$ cat src/hdl/lpsm_pkg.sv
// Shared types and constants for the LRU page-to-slot mapper.
// Used by the controller, the datapath and the top level; no dependencies.
package lpsm_pkg;

   // Fixed field widths at the ports
   localparam int PAGE_W    = 32;
   localparam int SLOT_W    = 4;
   localparam int CFG_W     = 5;
   localparam logic [CFG_W-1:0] CFG_RESET = 5'd16;

   // Controller states
   typedef enum logic [1:0] {
      ST_IDLE,
      ST_SCAN,
      ST_LAST,
      ST_FINISH
   } state_type;

   // Commands from the controller to the datapath
   typedef struct packed {
      logic load;     // latch the request, restart the scan
      logic issue;    // read the slot at the scan counter, advance it
      logic finish;   // commit the update and present the result
   } cmd_type;

   // Status from the datapath to the controller
   typedef struct packed {
      logic scan_last; // scan counter points at the last active slot
   } status_type;

endpackage

$ cat src/hdl/lpsm_ram.sv
// Generic single-port-write, single-port-read RAM with registered read data.
// No dependencies.
module lpsm_ram #(
   parameter int WIDTH = 32,
   parameter int DEPTH = 16
) (
   input  logic                     clock,
   input  logic                     wr_en,
   input  logic [$clog2(DEPTH)-1:0] wr_addr,
   input  logic [WIDTH-1:0]         wr_data,
   input  logic [$clog2(DEPTH)-1:0] rd_addr,
   output logic [WIDTH-1:0]         rd_data
);

   logic [WIDTH-1:0] mem_ff [DEPTH];
   logic [WIDTH-1:0] rd_data_ff;

   // Write port and registered read port
   always_ff @(posedge clock) begin
      if (wr_en) begin
         mem_ff[wr_addr] <= wr_data;
      end
      rd_data_ff <= mem_ff[rd_addr];
   end

   assign rd_data = rd_data_ff;

endmodule

$ cat src/hdl/lpsm_ctrl.sv
// Controller for the LRU page-to-slot mapper: sequences scan, compare and commit.
// Depends on lpsm_pkg.
module lpsm_ctrl
   import lpsm_pkg::*;
(
   input  logic       clock,
   input  logic       reset,
   input  logic       start,
   input  status_type status,
   output logic       busy,
   output cmd_type    cmd
);

   state_type state_ff;
   state_type state_in;

   // Hold the state
   always_ff @(posedge clock) begin
      if (reset) begin
         state_ff <= ST_IDLE;
      end else begin
         state_ff <= state_in;
      end
   end

   // Next state
   always_comb begin
      state_in = state_ff;
      case (state_ff)
         ST_IDLE: begin
            if (start) state_in = ST_SCAN;
         end
         ST_SCAN: begin
            if (status.scan_last) state_in = ST_LAST;
         end
         ST_LAST:   state_in = ST_FINISH;
         ST_FINISH: state_in = ST_IDLE;
         default:   state_in = ST_IDLE;
      endcase
   end

   // Commands and busy
   always_comb begin
      busy       = 1'b1;
      cmd.load   = 1'b0;
      cmd.issue  = 1'b0;
      cmd.finish = 1'b0;
      case (state_ff)
         ST_IDLE: begin
            busy     = 1'b0;
            cmd.load = start;
         end
         ST_SCAN:   cmd.issue  = 1'b1;
         ST_LAST:   ;
         ST_FINISH: cmd.finish = 1'b1;
         default:   busy = 1'b1;
      endcase
   end

endmodule

$ cat src/hdl/lpsm_dp.sv
// Datapath for the LRU page-to-slot mapper: page RAM, valid bits, recency ranks,
// scan compare and the result registers. Depends on lpsm_pkg and lpsm_ram.
module lpsm_dp
   import lpsm_pkg::*;
#(
   parameter int NUM_SLOTS    = 16,
   parameter int PAGE_ID_BITS = 32
) (
   input  logic               clock,
   input  logic               reset,
   input  cmd_type            cmd,
   output status_type         status,
   input  logic [PAGE_W-1:0]  req_page_id,
   input  logic               csr_wr_en,
   input  logic [CFG_W-1:0]   csr_wr_data,
   output logic               rsp_valid,
   output logic [SLOT_W-1:0]  rsp_slot_index,
   output logic               rsp_hit,
   output logic               rsp_evicted,
   output logic [PAGE_W-1:0]  rsp_evicted_page_id
);

   localparam int IW = $clog2(NUM_SLOTS);
   localparam int CW = $clog2(NUM_SLOTS + 1);
   localparam int WW = (CW > CFG_W) ? CW : CFG_W;
   localparam int SB = (PAGE_ID_BITS < PAGE_W) ? PAGE_ID_BITS : PAGE_W;

   logic [CFG_W-1:0] active_ff;
   logic [SB-1:0]    page_ff;
   logic [IW-1:0]    cnt_ff;
   logic             cmp_vld_ff;
   logic [IW-1:0]    cmp_idx_ff;
   logic             hit_ff;
   logic [IW-1:0]    hit_idx_ff;
   logic [IW-1:0]    old_rank_ff;
   logic [IW-1:0]    vic_idx_ff;
   logic             vic_valid_ff;
   logic [SB-1:0]    vic_page_ff;
   logic             valid_ff [NUM_SLOTS];
   logic [IW-1:0]    rank_ff  [NUM_SLOTS];
   logic             rsp_valid_ff;
   logic [SLOT_W-1:0] rsp_slot_ff;
   logic             rsp_hit_ff;
   logic             rsp_evicted_ff;
   logic [PAGE_W-1:0] rsp_page_ff;

   logic [WW-1:0]    cfg_ext;
   logic [CW-1:0]    num_active;
   logic [SB-1:0]    rd_page;
   logic [IW-1:0]    slot;
   logic [IW-1:0]    old_rank;
   logic [IW-1:0]    top_rank;
   logic             ram_wr;

   // Clamp the configured slot count to 1..NUM_SLOTS
   always_comb begin
      cfg_ext = WW'(active_ff);
      if (cfg_ext == '0) begin
         num_active = CW'(1);
      end else if (cfg_ext > WW'(NUM_SLOTS)) begin
         num_active = CW'(NUM_SLOTS);
      end else begin
         num_active = CW'(cfg_ext);
      end
   end

   assign top_rank         = IW'(num_active - CW'(1));
   assign status.scan_last = (cnt_ff == top_rank);

   // Chosen slot and the rank it leaves
   assign slot     = hit_ff ? hit_idx_ff : vic_idx_ff;
   assign old_rank = hit_ff ? old_rank_ff : '0;
   assign ram_wr   = cmd.finish && !hit_ff;

   lpsm_ram #(
      .WIDTH (SB),
      .DEPTH (NUM_SLOTS)
   ) u_page_ram (
      .clock   (clock),
      .wr_en   (ram_wr),
      .wr_addr (vic_idx_ff),
      .wr_data (page_ff),
      .rd_addr (cnt_ff),
      .rd_data (rd_page)
   );

   // Configuration register
   always_ff @(posedge clock) begin
      if (reset) begin
         active_ff <= CFG_RESET;
      end else if (csr_wr_en) begin
         active_ff <= csr_wr_data;
      end
   end

   // Latch the request and step the scan counter
   always_ff @(posedge clock) begin
      if (reset) begin
         cnt_ff     <= '0;
         cmp_vld_ff <= 1'b0;
      end else begin
         cmp_vld_ff <= cmd.issue;
         if (cmd.load) begin
            cnt_ff <= '0;
         end else if (cmd.issue) begin
            cnt_ff <= cnt_ff + IW'(1);
         end
      end
      cmp_idx_ff <= cnt_ff;
      if (cmd.load) begin
         page_ff <= req_page_id[SB-1:0];
      end
   end

   // Compare one slot per cycle; record hit and the oldest slot
   always_ff @(posedge clock) begin
      if (reset) begin
         hit_ff <= 1'b0;
      end else if (cmd.load) begin
         hit_ff <= 1'b0;
      end else if (cmp_vld_ff && valid_ff[cmp_idx_ff] && (rd_page == page_ff)) begin
         hit_ff <= 1'b1;
      end
      if (cmp_vld_ff && valid_ff[cmp_idx_ff] && (rd_page == page_ff)) begin
         hit_idx_ff  <= cmp_idx_ff;
         old_rank_ff <= rank_ff[cmp_idx_ff];
      end
      if (cmp_vld_ff && (rank_ff[cmp_idx_ff] == '0)) begin
         vic_idx_ff   <= cmp_idx_ff;
         vic_valid_ff <= valid_ff[cmp_idx_ff];
         vic_page_ff  <= rd_page;
      end
   end

   // Valid bits and recency ranks: clear on reset or config, update on commit
   always_ff @(posedge clock) begin
      for (int i = 0; i < NUM_SLOTS; i++) begin
         if (reset || csr_wr_en) begin
            valid_ff[i] <= 1'b0;
            rank_ff[i]  <= IW'(i);
         end else if (cmd.finish) begin
            if (IW'(i) == slot) begin
               valid_ff[i] <= 1'b1;
               rank_ff[i]  <= top_rank;
            end else if ((CW'(i) < num_active) && (rank_ff[i] > old_rank)) begin
               rank_ff[i]  <= rank_ff[i] - IW'(1);
            end
         end
      end
   end

   // Result registers and strobe
   always_ff @(posedge clock) begin
      if (reset) begin
         rsp_valid_ff <= 1'b0;
      end else begin
         rsp_valid_ff <= cmd.finish;
      end
      if (cmd.finish) begin
         rsp_slot_ff    <= SLOT_W'(slot);
         rsp_hit_ff     <= hit_ff;
         rsp_evicted_ff <= !hit_ff && vic_valid_ff;
         rsp_page_ff    <= (!hit_ff && vic_valid_ff) ? PAGE_W'(vic_page_ff) : '0;
      end
   end

   assign rsp_valid           = rsp_valid_ff;
   assign rsp_slot_index      = rsp_slot_ff;
   assign rsp_hit             = rsp_hit_ff;
   assign rsp_evicted         = rsp_evicted_ff;
   assign rsp_evicted_page_id = rsp_page_ff;

endmodule

$ cat src/hdl/lru_page_slot_mapper.sv
// LRU page-to-slot mapper, top level. Depends on lpsm_pkg, lpsm_ctrl, lpsm_dp.
// Sequence: after start is accepted, the controller passes through ST_SCAN, which
// scans the active slots, one slot per cycle, then ST_LAST and ST_FINISH; the result
// strobe is registered from ST_FINISH. Start is taken only in ST_IDLE, which includes the strobe cycle.
// Reset (synchronous): 16 active slots, no mappings, slot i at recency rank i.
// Results cannot be stalled; each is shown for exactly one cycle.
module lru_page_slot_mapper
   import lpsm_pkg::*;
#(
   parameter int NUM_SLOTS    = 16,
   parameter int PAGE_ID_BITS = 32
) (
   input  logic               clock,
   input  logic               reset,
   input  logic               start,
   output logic               busy,
   input  logic [PAGE_W-1:0]  req_page_id,
   output logic               rsp_valid,
   output logic [SLOT_W-1:0]  rsp_slot_index,
   output logic               rsp_hit,
   output logic               rsp_evicted,
   output logic [PAGE_W-1:0]  rsp_evicted_page_id,
   input  logic               csr_wr_en,
   input  logic [CFG_W-1:0]   csr_wr_data
);

   cmd_type    cmd;
   status_type status;

   // Sequencer
   lpsm_ctrl u_ctrl (
      .clock  (clock),
      .reset  (reset),
      .start  (start),
      .status (status),
      .busy   (busy),
      .cmd    (cmd)
   );

   // Storage, compare and result registers
   lpsm_dp #(
      .NUM_SLOTS    (NUM_SLOTS),
      .PAGE_ID_BITS (PAGE_ID_BITS)
   ) u_dp (
      .clock               (clock),
      .reset               (reset),
      .cmd                 (cmd),
      .status              (status),
      .req_page_id         (req_page_id),
      .csr_wr_en           (csr_wr_en),
      .csr_wr_data         (csr_wr_data),
      .rsp_valid           (rsp_valid),
      .rsp_slot_index      (rsp_slot_index),
      .rsp_hit             (rsp_hit),
      .rsp_evicted         (rsp_evicted),
      .rsp_evicted_page_id (rsp_evicted_page_id)
   );

endmodule
$ cat config.mk
export PLATFORM = sky130hd
export DESIGN_NAME = lru_page_slot_mapper
export DESIGN_NICKNAME = d
export VERILOG_FILES = /design/src/hdl/lpsm_pkg.sv /design/src/hdl/lpsm_ram.sv /design/src/hdl/lpsm_ctrl.sv /design/src/hdl/lpsm_dp.sv /design/src/hdl/lru_page_slot_mapper.sv
export SDC_FILE = /design/constraint.sdc
export NUM_CORES = 1
export LEC_CHECK = 0
export ABC_AREA = 0
export BUFFER_PORTS_ARGS = -buffer_cell sky130_fd_sc_hd__buf_2
export CAP_MARGIN = 0
export CORE_UTILIZATION = 56
export DETAILED_ROUTE_END_ITERATION = 8
export PLACE_DENSITY = 0.81
export SLEW_MARGIN = 20
export SYNTH_ARGS = -nofsm -noshare
export SYNTH_HDL_FRONTEND = slang
export SYNTH_HIERARCHICAL = 1
export SYNTH_SLANG_ARGS = --single-unit
$ cat constraint.sdc
create_clock -name clock -period 12.5 [get_ports clock]
set_input_delay 2.5 -clock clock [delete_from_list [all_inputs] [get_ports clock]]
set_output_delay 2.5 -clock clock [all_outputs]
set_load 0.03 [all_outputs]
==> impl_metrics.py <==
metrics = {
    "timing": {
        "final.min_clock_period_ns": 4.06,
        "fin_setup_tns_ns": 0,
        "finalHoldViolCount": 0,
        "maxSlewHeadroom_pct": 22.6,
        "final.setup.worst_slack_ns": 8.44,
        "final_max_slew_viol_count": 0,
        "hold_ws_ns": 0.451,
        "timing.fmax_ghz": 0.247,
        "finalCritPeriodShare_pct": 32.4,
        "rsz0062_at_grt": "false",
        "skew_ns": 0.0243,
        "worstMarginPinSlew_ns": 1.16,
        "setup_viol_count_final": 0,
    },
    "layout": {
        "syn2layout_area_growth_pct": 12.7,
        "nets": 1963,
        "fin_util_pct": 63.9,
        "layout-drive-gt1-share_pct": 21.5,
        "n_antenna_cell": 0,
    },
    "detailed_routing": {
        "drc": 0,
        "ant_nets": 0,
        "drt-pass1-iter-count": 6,
        "drtIter0Drc": 2366,
        "wl_um": 77500,
        "avgRoutedWirePerCell_um": 29.3,
        "vias_per_cell": 6.64,
        "num_vias": 17600,
    },
    "global_routing": {
        "grt_pass1_vias": 17800,
        "grt_pass1_wl_um": 114000,
        "use_met1_pct": 36.4,
        "overflow": 0,
        "grt_most_used_layer": "met2",
        "antenna_found_initial": 2,
        "met2_usage_pct": 45.8,
        "grt.met3_usage_pct": 5.63,
        "grt_usage_pct": 27.8,
        "grt_max_degree": 55,
    },
    "clocking": {
        "cts_setup_buffers": 0,
        "clk_latency_ns": 0.62,
        "path_clk_slew_ns": 0.06,
        "cts_root_buffer": "clkbuf_16",
        "cts_hold_buf": 0,
        "tritoncts": "yes",
        "htreeDepth": 3,
        "clock_path_buffers": 3,
        "numCtsBuffers": 76,
        "cts.repair.resized": 0,
        "cts_num_sinks": 757,
    },
    "critical_path": {
        "worstPathRequired_ns": 10.00,
        "critPathKind": "reg -> out",
        "cp_slowest_stage_delay_ns": 0.36,
        "endpoint_kind": "primary output",
        "cp_num_buf_inv": 3,
        "cp_top_family": "flip-flops",
        "path_max_fanout": 4,
        "path_common_cell": "inv_1",
        "slowest_stage": "dfxtp_1",
        "critical_path.cell_chain": "inv_1 > ha_1 > inv_1 > buf_2",
        "arrival_ns": 1.56,
        "cp-start-kind": "flop",
    },
    "die": {
        "core_area_um2": 55100,
        "io_pins": 81,
        "die_area_um2": 56700,
        "die_y_um": 238,
        "start_util_pct": 56.7,
        "die_w_um": 238,
        "rows": 86,
    },
    "yosys": {
        "synth_cells": 1713,
        "synthArstFlopShare_pct": 0,
        "syn_nets": 1841,
        "syn_avg_cell_area_um2": 18.2,
        "synth_edf_count": 706,
        "synth_seq_cells": 757,
        "synth_area_um2": 31200,
        "synthFlopType": "edfxtp_1",
        "yosys_warnings": 6,
        "yosys.cell_types.count": 68,
        "ys_seq_area_share_pct": 71.2,
    },
    "power_and_ir_drop": {
        "p_leak_nw": 11.6,
        "max-vdd-ir-drop_mv": 0.199,
        "p_per_area_nw_per_um2": 174,
        "p_total_mw": 6.11,
    },
    "run_status": {
        "status": "complete, no violations",
    },
    "place": {
        "place.gp.congestion": 0.910,
        "pre_cts_ws_ns": 7.89,
        "portBuffers": 80,
        "dp_hpwl_um": 41600,
    },
    "flow_run": {
        "maxCapViolCount": 0,
    },
    "hold_path": {
        "hold_class": "reg -> reg",
    },
}
-- kinds of logic (layout without fill, tap and decap cells) --
kind of cell             Yosys count  count (layout)  synth area share (%)
XOR/XNOR                          72              72                  2.02
AND/OR/NAND/NOR                  276             276                  4.67
AO/OA/AOI/OAI                    232             232                  5.67
adder cells (fa/ha/maj)           87              87                  3.49
buffers and inverters            136             320                  1.94
multiplexers                     153             153                  11.0
flip-flops                       757             757                  71.2
-- worst paths after layout --
| kind | to | startpoint | cells after the start | slack, ns |
|---|---|---|---|---|
| worst max register to register | u_dp/rank_ff[11][3] | u_dp/hit_ff | 7 | 8.56 |
| worst max-delay path | busy | u_ctrl/state_ff[0] | 4 | 8.44 |
| worst min register to register | u_dp/valid_ff[8] | u_dp/valid_ff[8] | 2 | 0.45 |
| worst min-delay path | u_dp/valid_ff[8] | u_dp/valid_ff[8] | 2 | 0.45 |
-- tightest hold or removal path: cells and delay by family (launching register included) --
family,cells,cell delay (ns)
DFF,1,0.31
and+or+nand+nor,2,0.09
-- cells in the final DEF (no fill, tap or decap), drive strengths merged, types with 3 or more instances in the layout --
cell	n
inv	67
bufinv	8
o32ai	4
mux2i	5
buf	115
o21a	27
dfxtp	51
a221oi	3
o21ai	19
xnor2	56
nor3	23
nor2b	25
o31ai	3
o211ai	3
clkinvlp	4
or2	7
xor2	16
a2bb2oi	7
o22ai	32
clkinv	22
mux4	148
nand3	20
nand4	19
nand2	71
a21oi	6
a41oi	3
a22o	4
edfxtp	706
nor4	4
and2	41
ha	87
nand2b	15
o22a	7
a22oi	92
a21o	5
nor2	35
o2111ai	6
and3	5
clkbuf	104
-- where the power goes --
part           internal (mW)  switching (mW)  leakage [nW]
combinational          0.290           0.344          3.55
sequential              2.98           0.182          6.85
clock                   1.37           0.956          1.24
-- per-layer routing --
metal	vias to the layer above	routed length [um]	part of all wire (%)
met1	8885	27700	36
met2	1269	38100	49
met4	4	3170	4.1
met3	227	8420	11
met5	-	27	0.035
li1	7177	-	-
-- cell usage after synthesis (4+ instances only) --
cell type / number / area, um2
or2_1: 4 / 25.0
nand2_1: 71 / 267
mux4_2: 132 / 2970
nor2_1: 34 / 128
a22oi_1: 90 / 676
a2bb2oi_1: 7 / 61.3
a21o_1: 5 / 37.5
nor2b_1: 25 / 156
and2_1: 41 / 257
edfxtp_1: 706 / 21200
o22ai_1: 29 / 181
mux2i_1: 5 / 50.1
clkbuf_1: 34 / 128
dfxtp_1: 51 / 1020
xor2_1: 16 / 140
inv_1: 65 / 244
buf_2: 12 / 60.1
nand3_1: 20 / 100
ha_1: 87 / 1090
xnor2_1: 56 / 490
buf_1: 11 / 41.3
and3_1: 5 / 31.3
mux4_1: 16 / 420
nand4_1: 19 / 119
a21oi_1: 5 / 25.0
o21ai_0: 17 / 85.1
o21a_1: 27 / 203
o2111ai_1: 6 / 52.6
nand2b_1: 15 / 93.8
nor3_1: 23 / 115
o22a_1: 7 / 61.3
a22o_1: 4 / 35.0
buf_4: 10 / 75.1
-- stage by stage --
| step | std cells | cell area [um2] |
|---|---|---|
| floorplan | 1713 | 31200 |
| global placement | 2505 | 32600 |
| detailed placement | 2505 | 32600 |
| CTS | 2645 | 35200 |
| global route | 2645 | 35200 |
| finish | 2645 | 35200 |
-- cell type report --
cell class	count	area (um2)
sequential	757	22200
fill	3588	19900
multi-input combinational	820	8550
clock buffer	104	2130
tap	748	936
timing repair buffer	115	663
clock inverter	36	422
inverter	65	244
-- state kept, by name, summed over array words and instances, names as in the netlist --
name	cells
u_dp/rsp_hit	1
u_dp/rank_ff	64
u_dp/hit_idx_ff	4
u_dp/valid_ff	16
u_dp/u_page_ram/rd_data	32
u_dp/rsp_valid	1
u_dp/rsp_evicted_page_id	32
u_dp/hit_ff	1
u_dp/rsp_evicted	1
u_dp/old_rank_ff	4
u_dp/active_ff	5
u_dp/rsp_slot_index	4
u_dp/cmp_idx_ff	4
u_dp/vic_valid_ff	1
u_dp/page_ff	32
u_dp/cmp_vld_ff	1
u_ctrl/state_ff	2
u_dp/cnt_ff	4
u_dp/u_page_ram/mem_ff	512
u_dp/vic_idx_ff	4
u_dp/vic_page_ff	32
Note: power is estimated with default switching activity, not from simulation.
